[config.mk]
export PLATFORM = sky130hd
export DESIGN_NAME = command_line_tokenizer_top
export DESIGN_NICKNAME = d
export VERILOG_FILES = /design/src/sv/cltok_pkg.sv /design/src/sv/cltok_front.sv /design/src/sv/cltok_queue.sv /design/src/sv/cltok_back.sv /design/src/sv/command_line_tokenizer_top.sv
export SDC_FILE = /design/constraint.sdc
export NUM_CORES = 1
export LEC_CHECK = 0
export BUFFER_PORTS_ARGS = -buffer_cell sky130_fd_sc_hd__buf_2
export CORE_MARGIN = 4
export CORE_UTILIZATION = 45
export DETAILED_ROUTE_END_ITERATION = 7
export GPL_ROUTABILITY_DRIVEN = 0
export PLACE_DENSITY = 0.66
export SLEW_MARGIN = 20
export SYNTH_ARGS = -nofsm -noshare
export SYNTH_HDL_FRONTEND = slang
export SYNTH_SLANG_ARGS = --single-unit
[constraint.sdc]
create_clock -name clk -period 9.4 [get_ports clk]
set_input_delay 0 -clock clk [delete_from_list [all_inputs] [get_ports clk]]
set_output_delay 0 -clock clk [all_outputs]
set_load 0.02 [all_outputs]
[src/sv/cltok_pkg.sv]
package cltok_pkg;

  localparam int MAX_TOKEN_LEN   = 1024;
  localparam int MAX_ARGUMENTS   = 80;
  localparam int ARG_STORE_BYTES = 1024;

  localparam int LEN_W   = 11;
  localparam int ARG_W   = 7;
  localparam int STORE_W = 11;
  localparam int QDEPTH  = 4;
  localparam int QPTR_W  = 2;

  localparam logic [7:0] SPACE_CODE = 8'h20;
  localparam logic [7:0] NL_CODE    = 8'h0A;
  localparam logic [7:0] QUOTE_CODE = 8'h22;
  localparam logic [7:0] SLASH_CODE = 8'h2F;
  localparam logic [7:0] NUL_CODE   = 8'h00;

  typedef enum logic [2:0] {
    M_BETWEEN = 3'd0,
    M_WORD    = 3'd1,
    M_QUOTE   = 3'd2,
    M_SLASH   = 3'd3,
    M_COMMENT = 3'd4,
    M_SKIP    = 3'd5
  } mode_t;

  // one token event from the scanner
  typedef struct packed {
    logic             has_byte;
    logic [7:0]       data;
    logic             done;
    logic             line;
    logic [LEN_W-1:0] len;
  } ev_t;

  // events caused by one input word
  typedef struct packed {
    ev_t  ev0;
    ev_t  ev1;
    logic two;
  } rec_t;

endpackage

[src/sv/cltok_front.sv]
module cltok_front (
  input  logic          clk,
  input  logic          rst,
  input  logic          accept,
  input  logic [7:0]    char_in,
  output logic          push,
  output cltok_pkg::rec_t rec
);

  typedef struct packed {
    logic                        has;
    cltok_pkg::ev_t              ev;
    cltok_pkg::mode_t            mode;
    logic [cltok_pkg::LEN_W-1:0] len;
  } step_t;

  cltok_pkg::mode_t            mode, mode_next;
  logic [cltok_pkg::LEN_W-1:0] len, len_next;
  step_t                       s0, s1;
  logic                        full1;

  function automatic step_t line_step();
    step_t s;
    s = '0;
    s.has = 1'b1;
    s.ev.line = 1'b1;
    s.mode = cltok_pkg::M_BETWEEN;
    return s;
  endfunction

  // byte above space appended to a word
  function automatic step_t word_byte(logic [7:0] b, logic [cltok_pkg::LEN_W-1:0] l);
    step_t s;
    logic [cltok_pkg::LEN_W-1:0] inc;
    logic full;
    s = '0;
    inc = l + 1'b1;
    full = inc >= cltok_pkg::LEN_W'(cltok_pkg::MAX_TOKEN_LEN - 1);
    s.has = 1'b1;
    s.ev.has_byte = 1'b1;
    s.ev.data = b;
    s.ev.done = full;
    s.ev.len = inc;
    s.mode = full ? cltok_pkg::M_BETWEEN : cltok_pkg::M_WORD;
    s.len = full ? '0 : inc;
    return s;
  endfunction

  function automatic step_t in_word(logic [7:0] b, logic [cltok_pkg::LEN_W-1:0] l);
    step_t s;
    s = '0;
    if (b > cltok_pkg::SPACE_CODE) begin
      s = word_byte(b, l);
    end else begin
      s.has = 1'b1;
      s.ev.done = 1'b1;
      s.ev.line = (b == cltok_pkg::NUL_CODE) || (b == cltok_pkg::NL_CODE);
      s.ev.len = l;
      s.mode = cltok_pkg::M_BETWEEN;
    end
    return s;
  endfunction

  function automatic step_t between(logic [7:0] b);
    step_t s;
    s = '0;
    s.mode = cltok_pkg::M_BETWEEN;
    if ((b == cltok_pkg::NUL_CODE) || (b == cltok_pkg::NL_CODE)) begin
      s = line_step();
    end else if (b > cltok_pkg::SPACE_CODE) begin
      if (b == cltok_pkg::QUOTE_CODE) begin
        s.mode = cltok_pkg::M_QUOTE;
      end else if (b == cltok_pkg::SLASH_CODE) begin
        s.mode = cltok_pkg::M_SLASH;
      end else begin
        s = word_byte(b, '0);
      end
    end
    return s;
  endfunction

  always_comb begin
    s0 = '0;
    s1 = '0;
    s0.mode = mode;
    s0.len = len;
    full1 = 1 >= (cltok_pkg::MAX_TOKEN_LEN - 1);
    case (mode)
      cltok_pkg::M_WORD: begin
        s0 = in_word(char_in, len);
      end
      cltok_pkg::M_QUOTE: begin
        if (char_in == cltok_pkg::QUOTE_CODE) begin
          s0.has = 1'b1;
          s0.ev.done = 1'b1;
          s0.ev.len = len;
          s0.mode = cltok_pkg::M_BETWEEN;
          s0.len = '0;
        end else if (char_in == cltok_pkg::NUL_CODE) begin
          s0 = line_step();
          s0.ev.done = 1'b1;
          s0.ev.len = len;
        end else if (len < cltok_pkg::LEN_W'(cltok_pkg::MAX_TOKEN_LEN - 1)) begin
          s0.has = 1'b1;
          s0.ev.has_byte = 1'b1;
          s0.ev.data = char_in;
          s0.len = len + 1'b1;
        end
      end
      cltok_pkg::M_SLASH: begin
        if (char_in == cltok_pkg::SLASH_CODE) begin
          s0.mode = cltok_pkg::M_COMMENT;
        end else begin
          s0.has = 1'b1;
          s0.ev.has_byte = 1'b1;
          s0.ev.data = cltok_pkg::SLASH_CODE;
          s0.ev.done = full1;
          s0.ev.len = cltok_pkg::LEN_W'(1);
          if (full1) begin
            s0.mode = cltok_pkg::M_BETWEEN;
            s0.len = '0;
            s1 = between(char_in);
          end else begin
            s1 = in_word(char_in, cltok_pkg::LEN_W'(1));
          end
        end
      end
      cltok_pkg::M_COMMENT: begin
        if (char_in == cltok_pkg::NUL_CODE) begin
          s0 = line_step();
        end else if (char_in == cltok_pkg::NL_CODE) begin
          s0.mode = cltok_pkg::M_SKIP;
        end
      end
      cltok_pkg::M_SKIP: begin
        if ((char_in == cltok_pkg::NUL_CODE) || (char_in > cltok_pkg::SPACE_CODE)) begin
          s0 = between(char_in);
        end
      end
      default: begin
        s0 = between(char_in);
      end
    endcase

    mode_next = s1.has ? s1.mode : s0.mode;
    len_next  = s1.has ? s1.len : s0.len;
    if (s0.has && s1.has) begin
      rec.ev0 = s0.ev;
      rec.ev1 = s1.ev;
      rec.two = 1'b1;
    end else begin
      rec.ev0 = s1.has ? s1.ev : s0.ev;
      rec.ev1 = '0;
      rec.two = 1'b0;
    end
    push = accept && (s0.has || s1.has);
  end

  always_ff @(posedge clk) begin
    if (rst) begin
      mode <= cltok_pkg::M_BETWEEN;
      len  <= '0;
    end else if (accept) begin
      mode <= mode_next;
      len  <= len_next;
    end
  end

endmodule

[src/sv/cltok_queue.sv]
module cltok_queue (
  input  logic            clk,
  input  logic            rst,
  input  logic            push,
  input  cltok_pkg::rec_t wr_rec,
  input  logic            pop,
  output cltok_pkg::rec_t rd_rec,
  output logic            empty,
  output logic            full
);

  cltok_pkg::rec_t                 entries [cltok_pkg::QDEPTH];
  logic [cltok_pkg::QPTR_W-1:0]    wr_ptr, rd_ptr;
  logic [cltok_pkg::QPTR_W:0]      count;

  assign empty  = (count == '0);
  assign full   = (count == (cltok_pkg::QPTR_W+1)'(cltok_pkg::QDEPTH));
  assign rd_rec = entries[rd_ptr];

  always_ff @(posedge clk) begin
    if (push) begin
      entries[wr_ptr] <= wr_rec;
    end
  end

  always_ff @(posedge clk) begin
    if (rst) begin
      wr_ptr <= '0;
      rd_ptr <= '0;
      count  <= '0;
    end else begin
      if (push) wr_ptr <= wr_ptr + 1'b1;
      if (pop)  rd_ptr <= rd_ptr + 1'b1;
      case ({push, pop})
        2'b10:   count <= count + 1'b1;
        2'b01:   count <= count - 1'b1;
        default: count <= count;
      endcase
    end
  end

endmodule

[src/sv/cltok_back.sv]
module cltok_back (
  input  logic                        clk,
  input  logic                        rst,
  input  cltok_pkg::rec_t             rec,
  input  logic                        empty,
  output logic                        pop,
  input  logic                        result_ready,
  output logic                        result_valid,
  output logic [7:0]                  tok_byte,
  output logic                        byte_valid,
  output logic                        token_done,
  output logic                        token_kept,
  output logic [cltok_pkg::ARG_W-1:0] arg_number,
  output logic                        line_done,
  output logic                        store_overflow,
  output logic                        last_of_run
);

  logic                          sel, sel_next;
  logic [cltok_pkg::ARG_W-1:0]   arg_count, arg_count_next;
  logic [cltok_pkg::STORE_W-1:0] store_used, store_used_next;
  logic                          dropped, dropped_next;
  cltok_pkg::ev_t                ev;
  logic                          last, go, emit, kept, last_out;
  logic [cltok_pkg::STORE_W:0]   sum;

  always_comb begin
    ev   = sel ? rec.ev1 : rec.ev0;
    last = sel || !rec.two;
    go   = !empty && (!result_valid || result_ready);
    sum  = {1'b0, store_used} + (cltok_pkg::STORE_W+1)'(ev.len) + 1'b1;

    kept            = 1'b0;
    arg_count_next  = arg_count;
    store_used_next = store_used;
    dropped_next    = dropped;
    if (ev.done && !dropped &&
        (arg_count < cltok_pkg::ARG_W'(cltok_pkg::MAX_ARGUMENTS))) begin
      if (sum > (cltok_pkg::STORE_W+1)'(cltok_pkg::ARG_STORE_BYTES)) begin
        dropped_next = 1'b1;
      end else begin
        kept            = 1'b1;
        store_used_next = sum[cltok_pkg::STORE_W-1:0];
        arg_count_next  = arg_count + 1'b1;
      end
    end

    // a second event swallowed by a fresh overflow leaves this one last
    last_out = last || (!dropped && dropped_next && !rec.ev1.line);
    emit     = go && !(dropped && !ev.line);
    pop      = go && last;
    sel_next = go ? !last : sel;
  end

  always_ff @(posedge clk) begin
    if (rst) begin
      sel          <= 1'b0;
      arg_count    <= '0;
      store_used   <= '0;
      dropped      <= 1'b0;
      result_valid <= 1'b0;
    end else begin
      sel <= sel_next;
      if (go) begin
        if (ev.line) begin
          arg_count  <= '0;
          store_used <= '0;
          dropped    <= 1'b0;
        end else begin
          arg_count  <= arg_count_next;
          store_used <= store_used_next;
          dropped    <= dropped_next;
        end
      end
      if (emit) begin
        result_valid <= 1'b1;
      end else if (result_ready) begin
        result_valid <= 1'b0;
      end
    end
  end

  always_ff @(posedge clk) begin
    if (emit) begin
      tok_byte       <= (ev.has_byte && !dropped) ? ev.data : 8'h00;
      byte_valid     <= ev.has_byte && !dropped;
      token_done     <= ev.done && !dropped;
      token_kept     <= kept;
      arg_number     <= arg_count;
      line_done      <= ev.line;
      store_overflow <= dropped_next;
      last_of_run    <= last_out;
    end
  end

endmodule

[src/sv/command_line_tokenizer_top.sv]
// Command-line tokenizer: takes one text byte per word on char_in and streams
// token bytes with token and command boundaries, up to two result words per
// input byte (a held '/' that turns out not to open a comment is released
// with the byte after it). An input byte is taken every cycle while the
// four-entry event queue between the scanner and the argument bookkeeping
// has room; results leave from an output register at one per cycle while
// result_ready is high, so a byte that yields two results holds the back
// end for both. An accepted byte's events pass through the event queue and then the output register.
module command_line_tokenizer_top (
  input  logic                        clk,
  input  logic                        rst,
  input  logic                        item_valid,
  output logic                        item_ready,
  input  logic [7:0]                  char_in,
  output logic                        result_valid,
  input  logic                        result_ready,
  output logic [7:0]                  tok_byte,
  output logic                        byte_valid,
  output logic                        token_done,
  output logic                        token_kept,
  output logic [cltok_pkg::ARG_W-1:0] arg_number,
  output logic                        line_done,
  output logic                        store_overflow,
  output logic                        last_of_run
);

  logic            accept, push, pop, q_empty, q_full;
  cltok_pkg::rec_t wr_rec, rd_rec;

  assign item_ready = !q_full;
  assign accept     = item_valid && item_ready;

  cltok_front u_front (
    .clk     (clk),
    .rst     (rst),
    .accept  (accept),
    .char_in (char_in),
    .push    (push),
    .rec     (wr_rec)
  );

  cltok_queue u_queue (
    .clk    (clk),
    .rst    (rst),
    .push   (push),
    .wr_rec (wr_rec),
    .pop    (pop),
    .rd_rec (rd_rec),
    .empty  (q_empty),
    .full   (q_full)
  );

  cltok_back u_back (
    .clk            (clk),
    .rst            (rst),
    .rec            (rd_rec),
    .empty          (q_empty),
    .pop            (pop),
    .result_ready   (result_ready),
    .result_valid   (result_valid),
    .tok_byte       (tok_byte),
    .byte_valid     (byte_valid),
    .token_done     (token_done),
    .token_kept     (token_kept),
    .arg_number     (arg_number),
    .line_done      (line_done),
    .store_overflow (store_overflow),
    .last_of_run    (last_of_run)
  );

`ifndef SYNTHESIS
  a_kept_ends_token: assert property (@(posedge clk) disable iff (rst)
    result_valid && token_kept |-> token_done)
    else $error("kept flag without token end");

  a_overflow_no_byte: assert property (@(posedge clk) disable iff (rst)
    result_valid && store_overflow |-> !token_kept && (token_done || !byte_valid))
    else $error("token byte after store overflow");

  a_arg_limit: assert property (@(posedge clk) disable iff (rst)
    result_valid |-> arg_number <= cltok_pkg::ARG_W'(cltok_pkg::MAX_ARGUMENTS))
    else $error("argument number past limit");

  a_no_push_full: assert property (@(posedge clk) disable iff (rst)
    push |-> !q_full)
    else $error("event queue overrun");
`endif

endmodule

# Word level (Yosys, flattened, before mapping)
# Memories as Yosys holds them, arrays and structs flattened. A register that Yosys moved wholly into a read port is not among the register bits.
# Cells that the tools add are included.
dict set report word_totals {
  register_bits 63
  mem_bits_rw 180
  in_bits 12
  output_inout_bits 23
  word_cells 146
  memories 1
}
# name depth word_bits read_ports rd_ports_with_merged_regs wr line
set memory_table {}
lappend memory_table {u_queue.entries 4 45 1 1 1 cltok_queue.sv:12} ;# cltok_pkg::rec_t entries [cltok_pkg::QDEPTH];
dict set report op_classes {
  n_addsub 8
  magnitude_cmp 5
  n_eq_ne 19
  n_mux 60
  n_reduce_logical 35
}
# cell n
set ops {}
lappend ops {{two-way mux 37 bit} 5}
lappend ops {{two-way mux 11 bit} 10}
lappend ops {{case mux 11 bit (5 select lines)} 2}
lappend ops {{case mux 14 bit (5 select lines)} 1}
lappend ops {{two-way mux 23 bit} 3}
lappend ops {{two-way mux 16 bit} 3}
lappend ops {{two-way mux 45 bit} 1}
lappend ops {{two-way mux 22 bit} 2}
lappend ops {{two-way mux 25 bit} 1}
lappend ops {{two-way mux 7 bit} 3}
lappend ops {{two-way mux 10 bit} 2}
lappend ops {{two-way mux 9 bit} 2}
lappend ops {{== test 8 x 6 -> 1 bit, second input constant} 2}
lappend ops {{two-way mux 3 bit} 5}
lappend ops {{two-way mux 1 bit} 14}
lappend ops {{adder 11 x 11 -> 12 bit} 1}
lappend ops {{adder 12 x 1 -> 12 bit, second input constant} 1}
lappend ops {{greater-than comparator 12 x 11 -> 1 bit, second input constant} 1}
lappend ops {{logical AND 1 bit} 12}
lappend ops {{adder 11 x 1 -> 11 bit, second input constant} 1}
lappend ops {{>= comparator 11 x 10 -> 1 bit, second input constant} 1}
lappend ops {{< comparator 11 x 10 -> 1 bit, second input constant} 1}
lappend ops {{AND reduction 5 bit} 2}
lappend ops {{== test 3 bit, second input constant} 3}
lappend ops {{other kinds (24)} 48}

# Depth between registers and ports, before layout
# Gate-level depths: netlist (run 1).
dict set report logic_depth {
  ltp_word 11
  depth_mapped 18
}

# Modules after synthesis
# From an unflattened synthesis (run 1), not the netlist that was laid out.
dict set report unflattened {
  hier_cells 803
  area_unflattened_um2 11274.6
}
# mod n_inst cells_per_inst area_each_um2 seq_area_each_um2
set by_module_without_submodules {}
lappend by_module_without_submodules {cltok_queue 1 282 6988.0 5585.4}
lappend by_module_without_submodules {cltok_back 1 230 2404.8 1051.0}
lappend by_module_without_submodules {cltok_front 1 289 1871.8 280.3}
lappend by_module_without_submodules {command_line_tokenizer_top 1 2 10.0 0.0}

# Worst setup path before layout (run 1)
# Ideal clock, no wire load.
dict set report synth_path {
  kind {reg2reg}
  start {reg (tool-made name)}
  end {reg u_back.store_used[2] (netlist bit)}
  arrival_time_ns 5.029
  setup_slack_ns 4.254
  path_stages_with_launch 17
  path_buffers 4
  synth_period_minus_slack_ns 5.146
  path_cell_list {dfxtp_1 > buf_4 > buf_1 > clkbuf_1 > mux2i_1 > mux4_2 > ha_1 > fa_1 > nand2b_1 > a211oi_4 > nor3_1 > or4_1 > o41ai_2 > a21oi_1 > o21ba_2 > buf_2 > a22o_2}
}
# item line
set synth_rtl {}
lappend synth_rtl {{to (signal assigned)} cltok_back.sv:71} ;# store_used <= store_used_next;
lappend synth_rtl {{to (decl)} cltok_back.sv:21} ;# logic [cltok_pkg::STORE_W-1:0] store_used, store_used_next;

==> qor.txt, run 1 <==
die footprint -> 0.0232 sq mm
Placed Cells -> 1,009
Core Area -> 0.0204 sq mm
post-CTS sizing -> 0
Final min period -> 5.13 ns
upper clock frequency limit -> 0.195 GHz
root buf cell -> clkbuf_16
Hold Crit Class -> input port to flip-flop
H-tree depth -> 1
critical path fanouts, max -> 38
synth unique cells -> 68
Detailed Route WL -> 19.4 mm
hold slack final -> 0.0185 ns
worst-margin pin slew -> 0.860 ns
cell area after synthesis -> 0.00936 sq mm
Worst Clk Skew -> 0.00818 ns
CP required -> 9.83 ns
Post-Layout Cell Count -> 1,049
Final period util -> 54.5%
FP Rows -> 52
clock latency on the worst-skew pair -> 0.49 ns
Overflow after GRT -> 0
VDD IR max -> 139 uV
clock-pin slew on the worst setup and hold paths -> 0.06 ns
R2R Setup Slk -> 4.27 ns
Post-Syn Area per Cell -> 12.8 sq um
drt initial violations -> 484
via count -> 6,045
Synth Area in XOR/XNOR -> 1.31%
Initial Utilization -> 46.0%
Synth Area in Adders -> 2.97%
Synth Area in Simple Gates -> 12.1%
# diodes -> 0
Setup Crit Path Kind -> flip-flop to flip-flop
TritonCTS clock tree -> built
Comb power frac -> 33.8%
Post-synth EDFFs -> 157
Area Growth Syn to Fin -> 12.4%
share of flip-flops with an asynchronous set or reset -> 0%
Switching Power -> 994 uW
Warnings, synthesis -> 0
Post-synth top flop -> edfxtp_1
DRT Pass-1 Iters -> 5
Hold Vio Cnt, Final -> 0
hpwl dp -> 12.8 mm
largest net degree at the start of global routing -> 39
mux cell area share after synthesis -> 10.1%
Sw Share -> 32.8%
Cell Pwr Density -> 288 mW/mm^2
post-synthesis compound-gate area fraction -> 11.2%
Clock Path Buffers -> 3
Syn Nets -> 766
cell accounting for the most synthesized area -> edfxtp_1
number of synthesized register bits -> 201
first-pass GRT wire length -> 31.3 mm
# clock sinks -> 201
final setup fails -> 0
most numerous cell in the Yosys netlist -> edfxtp_1
total power -> 3.03 mW
sequential fraction of the synthesis area -> 59.8%
Boundary Pins -> 35
port bufs -> 34
Worst Path Arrival -> 5.55 ns
Slew Limit Headroom -> 42.0%
Post-Synthesis Cells -> 733
main area contributors after synthesis -> edfxtp_1, dfxtp_1, mux4_2
Synth top cells by count -> edfxtp_1, nor2_1, nand2_1
total leakage power -> 3.75 nW
Vias/cell -> 5.76
Worst Min Path Start -> rst
R2R cell count -> 13
top cell type's share of synthesized area -> 50.4%
clock group share of total power -> 27.1%
Worst setup SP type -> flip-flop
largest family of logic cells by synthesized area -> simple AND/OR/NAND/NOR gates
max-slew violations -> 0
Antenna Nets Post-Route -> 0
share of cells above drive strength 1 -> 15.8%
Worst Hold End -> u_queue.count[1]
All-Layer GR Usage -> 16.4%
outcome -> complete, no violations
Hold Path Cell Cnt -> 2
CP endpoint kind -> flip-flop
RSZ-0062 raised after global routing -> false
drt drc -> 0
Die Y -> 152 microns
vias in the first global route -> 6,000
initial antenna violation count -> 0
final setup TNS -> 0 ns
reg2reg end -> u_back.arg_count[0]
die width -> 152 microns
Setup Buffers After CTS -> 0
TritonCTS Buffers -> 20
Seq pwr share -> 39.1%
Cell Int Power -> 2.04 mW
max cap viols -> 0
Nets -> 798
drt wl/cell -> 18.5 microns
per-layer routing:
metal	vias to the layer above	wire length (microns)	track usage (%)
li1	2844	-	-
met1	2959	8440	22.7
met2	206	9400	27.0
met3	36	1040	2.04
met4	0	472	5.31
met5	-	0	0
final cells by class:
type / count / area, sq um
multi-input cells: 468 / 3520
inverters: 27 / 101
clock buffers: 28 / 572
repair buffers: 47 / 278
well taps: 270 / 338
fillers: 1672 / 9840
clock inverters: 8 / 115
flip-flops and latches: 201 / 5600
cell families (layout without fill, tap and decap cells):
| family | Yosys count | count (layout) |
|---|---|---|
| simple gates | 226 | 226 |
| flops | 201 | 201 |
| compound gates | 153 | 153 |
| buf+inv | 64 | 110 |
| mux | 54 | 54 |
| fa+ha+maj | 21 | 21 |
| xor+xnor | 14 | 14 |
cell usage in the layout, fill, tap and decap left out, drive strengths merged, types with 5 or more instances in the layout:
cell      n
edfxtp  157
nor2     60
nand2    53
dfxtp    44
buf      43
o21ai    40
a21oi    33
mux4     32
inv      28
clkbuf   28
mux2i    20
ha       19
nor3     18
o31ai    14
nor2b    14
nand3    13
a22o     12
and2     11
or3      10
nand2b    9
and3      8
xnor2     8
a21o      7
nor4      7
a21boi    6
xor2      6
a31oi     6
or2       5
a211oi    5
how the worst max path moves through the flow:
stage / endpoint / slack, ns / cells past startpoint
finish: u_back.arg_count[0] / 4.27 / 13
global route: u_back.arg_count[0] / 3.92 / 13
CTS: u_back.arg_count[0] / 4.27 / 13
detailed placement: u_back.arg_count[0] / 4.29 / 13
global placement: u_back.arg_count[0] / 4.43 / 13
floorplan: u_back.store_used[2] / 4.25 / 16
worst max-delay path: stages, from the launching register on:
cell      delay, ns
dfxtp_2        0.31
buf_4          0.58
mux2i_1        0.22
mux4_2         0.50
ha_1           0.24
fa_1           0.44
nand2b_1       0.22
a211oi_4       0.31
nor3_1         0.10
or4_1          0.54
o41ai_2        0.45
nand2_2        0.17
nor3_2         0.68
mux2_2         0.28
timing repair:
item | in CTS | in global routing
setup endpoints to repair | 0 | 0
hold buffers | 4 | 0
hold endpoints to repair | 17 | 0
registers in the layout, indices dropped and copies added, names as in the netlist, named ones only:
name	count
u_back.store_overflow	1
u_front.len	11
u_front.mode	3
u_back.arg_count	7
u_back.token_kept	1
u_back.arg_number	7
u_queue.entries	136
u_queue.rd_ptr	2
u_back.sel	1
u_back.store_used	11
u_back.result_valid	1
u_queue.wr_ptr	2
u_back.token_done	1
u_back.byte_valid	1
u_back.last_of_run	1
u_queue.count	3
u_back.tok_byte	8
u_back.dropped	1
u_back.line_done	1
power by group through the flow:
stage | Combinational (mW) | Sequential [mW] | Clock [mW]
detailed placement | 1.02 | 1.20 | 0
CTS | 1.03 | 1.19 | 0.841
global route | 1.13 | 1.20 | 0.879
finish | 1.02 | 1.19 | 0.824
floorplan | 0.698 | 1.26 | 0
global placement | 0.998 | 1.20 | 0
metrics by stage:
stage               utilization, %  worst slack, ns  area, sq um
floorplan                        -             4.25         9360
global placement              48.1             4.43         9790
detailed placement            48.1             4.29         9790
CTS                           51.7             4.27        10500
global route                  51.7             3.92        10500
finish                        51.7             4.27        10500
No activity file was read; power rests on OpenSTA's default activity.
==> run 2, diff against run 1 <==
==> constraint.sdc (replaced) <==
create_clock -name clk -period 4.9 [get_ports clk]
set_input_delay 0 -clock clk [delete_from_list [all_inputs] [get_ports clk]]
set_output_delay 0 -clock clk [all_outputs]
set_load 0.02 [all_outputs]
==> run 2 against run 1 <==
Critical endpoint is now u_back.arg_count[3]; largest cell class unchanged; count of clock-buffer cells in the layout down 7; non-clock buffer count is 7 higher; hold slack better by 0.028 ns; power rose by 97%; sequential share of layout area decreased by 0.67 points; sequential power increased by 93%.
==> qor.txt, run 2 (synthesized netlist as in run 1, its figures left out) <==
final setup fails -> 0 (unchanged)
Largest regs -> u_queue.entries x136, u_back.store_used x11, u_front.len x11
Worst Path Arrival -> 4.75 ns (-0.80 ns)
Hold Vio Cnt, Final -> 0 (unchanged)
# diodes -> 0 (unchanged)
Antenna Nets Post-Route -> 0 (unchanged)
Detailed Route WL -> 19.5 mm (+0.66%)
max cap viols -> 0 (unchanged)
R2R cell count -> 13 (unchanged)
Area Growth Syn to Fin -> 13.9%
Final min period -> 4.34 ns (-0.786 ns)
area of all sequential standard cells -> 0.00560 sq mm (unchanged)
drt drc -> 0 (unchanged)
area of the multi-input gates -> 0.00352 sq mm (unchanged)
Worst Hold End -> u_queue.entries[3][20]
max reg flops -> 136 (unchanged)
wire length on met2 -> 9.45 mm (+0.51%)
# clock sinks -> 201 (unchanged)
Hold Crit Class -> input port to flip-flop
upper clock frequency limit -> 0.230 GHz (+18%)
Final period util -> 88.6% (+34 points)
Worst Min Path Start -> char_in[6]
WL met3 -> 1.07 mm (+3.3%)
final setup TNS -> 0 ns (unchanged)
All-Layer GR Usage -> 16.7% (+0.37 points)
Hold Path Cell Cnt -> 2 (unchanged)
TritonCTS clock tree -> built
port bufs -> 34 (unchanged)
clock latency on the worst-skew pair -> 0.50 ns (about the same)
Die Y -> 152 microns (unchanged)
share of cells above drive strength 1 -> 17.1% (+1.3 points)
filler cell count -> 1,677 (+0.30%)
critical path fanouts, max -> 19 (-50%)
CP required -> 5.31 ns (-4.52 ns)
root buf cell -> clkbuf_16
CP endpoint kind -> flip-flop
RSZ-0062 raised after global routing -> false
drt wl/cell -> 18.4 microns (-0.19%)
max-slew violations -> 0 (unchanged)
largest net degree at the start of global routing -> 35 (-10%)
die width -> 152 microns (unchanged)
hold_buf cts -> 6 (+2)
Boundary Pins -> 35 (unchanged)
Setup Crit Path Kind -> flip-flop to flip-flop
vias in the first global route -> 5,989 (-0.18%)
most frequent cells in the layout -> edfxtp_1, nor2_1, nand2_1
Clock Path Buffers -> 3 (unchanged)
post-CTS sizing -> 0 (unchanged)
Worst Clk Skew -> 0.0147 ns (+0.00648 ns)
via count -> 6,063 (+0.30%)
Worst setup SP type -> flip-flop
hpwl dp -> 13.3 mm (+3.9%)
worst-margin pin slew -> 0.912 ns (+0.0514 ns)
H-tree depth -> 1 (unchanged)
Overflow after GRT -> 0 (unchanged)
Top reg by flops -> u_queue.entries
total leakage power -> 3.82 nW (+2.1%)
initial antenna violation count -> 0 (unchanged)
die footprint -> 0.0232 sq mm (unchanged)
Nets -> 806 (+1.0%)
WL met1 -> 8.62 mm (+2.1%)
DRT Pass-1 Iters -> 5 (unchanged)
VDD IR max -> 242 uV (+74%)
reg2reg end -> u_back.arg_count[3]
Slew Limit Headroom -> 38.6% (-3.4 points)
Highest Signal Layer -> met4
most common cell after layout, fill and taps aside -> edfxtp_1
Core Area -> 0.0204 sq mm (unchanged)
Cell Pwr Density -> 561 mW/mm^2 (+95%)
first-pass GRT wire length -> 31.9 mm (+1.8%)
drt initial violations -> 591 (+22%)
R2R Setup Slk -> 0.56 ns (-3.71 ns)
clock-pin slew on the worst setup and hold paths -> 0.06 ns (about the same)
Vias/cell -> 5.73 (-0.56%)
outcome -> complete, no violations
Initial Utilization -> 46.0% (unchanged)
final core occ -> 52.3% (+0.66 points)
TritonCTS Buffers -> 21 (+5.0%)
Setup Buffers After CTS -> 0 (unchanged)
FP Rows -> 52 (unchanged)
-- run 2: metal layers --
layer  track usage [%]  vias up
met5                 0        -
met4              4.28        0
met3              2.53       26
met2              28.3      200
met1              22.9     2966
li1                  -     2871
-- run 2: through the flow --
step	hold WS [ns]	total power, mW	setup slack [ns]	instances	cell area [sq um]
4_1_cts	0.0188	6.03	0.581	1058	10700
3_3_place_gp	0.319	4.22	0.669	1014	9830
3_5_place_dp	0.338	4.29	0.592	1014	9830
5_1_grt	0.0315	6.32	0.207	1058	10700
6_report	0.0465	5.98	0.559	1058	10700
2_1_floorplan	0.171	3.76	0.211	733	9360
-- run 2: critical path, cell delays in order (launching register included) --
cell and delay (ns):
dfxtp_1 0.36, buf_4 0.26, buf_4 0.34, mux4_2 0.34, nor2b_1 0.15, ha_1 0.41, nand2_1 0.12, a211oi_4 0.26
nor3_1 0.09, or4_1 0.53, o41ai_2 0.46, nand2_2 0.18, or4_1 0.55, a31oi_1 0.19
-- run 2: how the worst max path moves through the flow --
stage | to | slack (ns) | cells past startpoint
after detailed placement | u_back.arg_count[0] | 0.59 | 12
after CTS | u_back.arg_count[3] | 0.58 | 13
after global routing | u_back.arg_count[0] | 0.21 | 13
after floorplan | u_back.store_used[2] | 0.21 | 16
final | u_back.arg_count[3] | 0.56 | 13
after global placement | u_back.arg_count[0] | 0.67 | 13
-- run 2: where the power goes --
part | internal [mW] | switching (mW)
registers | 2.18 | 0.121
clock network | 1.10 | 0.638
logic | 0.777 | 1.16
-- run 2: layout make-up --
type                       count  area share [%]
clock buffer                  21            4.93
sequential                   201            52.5
timing repair buffer          54            3.15
clock inverter                17            2.23
inverter                      27           0.951
multi-input combinational    468            33.0
tap                          270            3.17
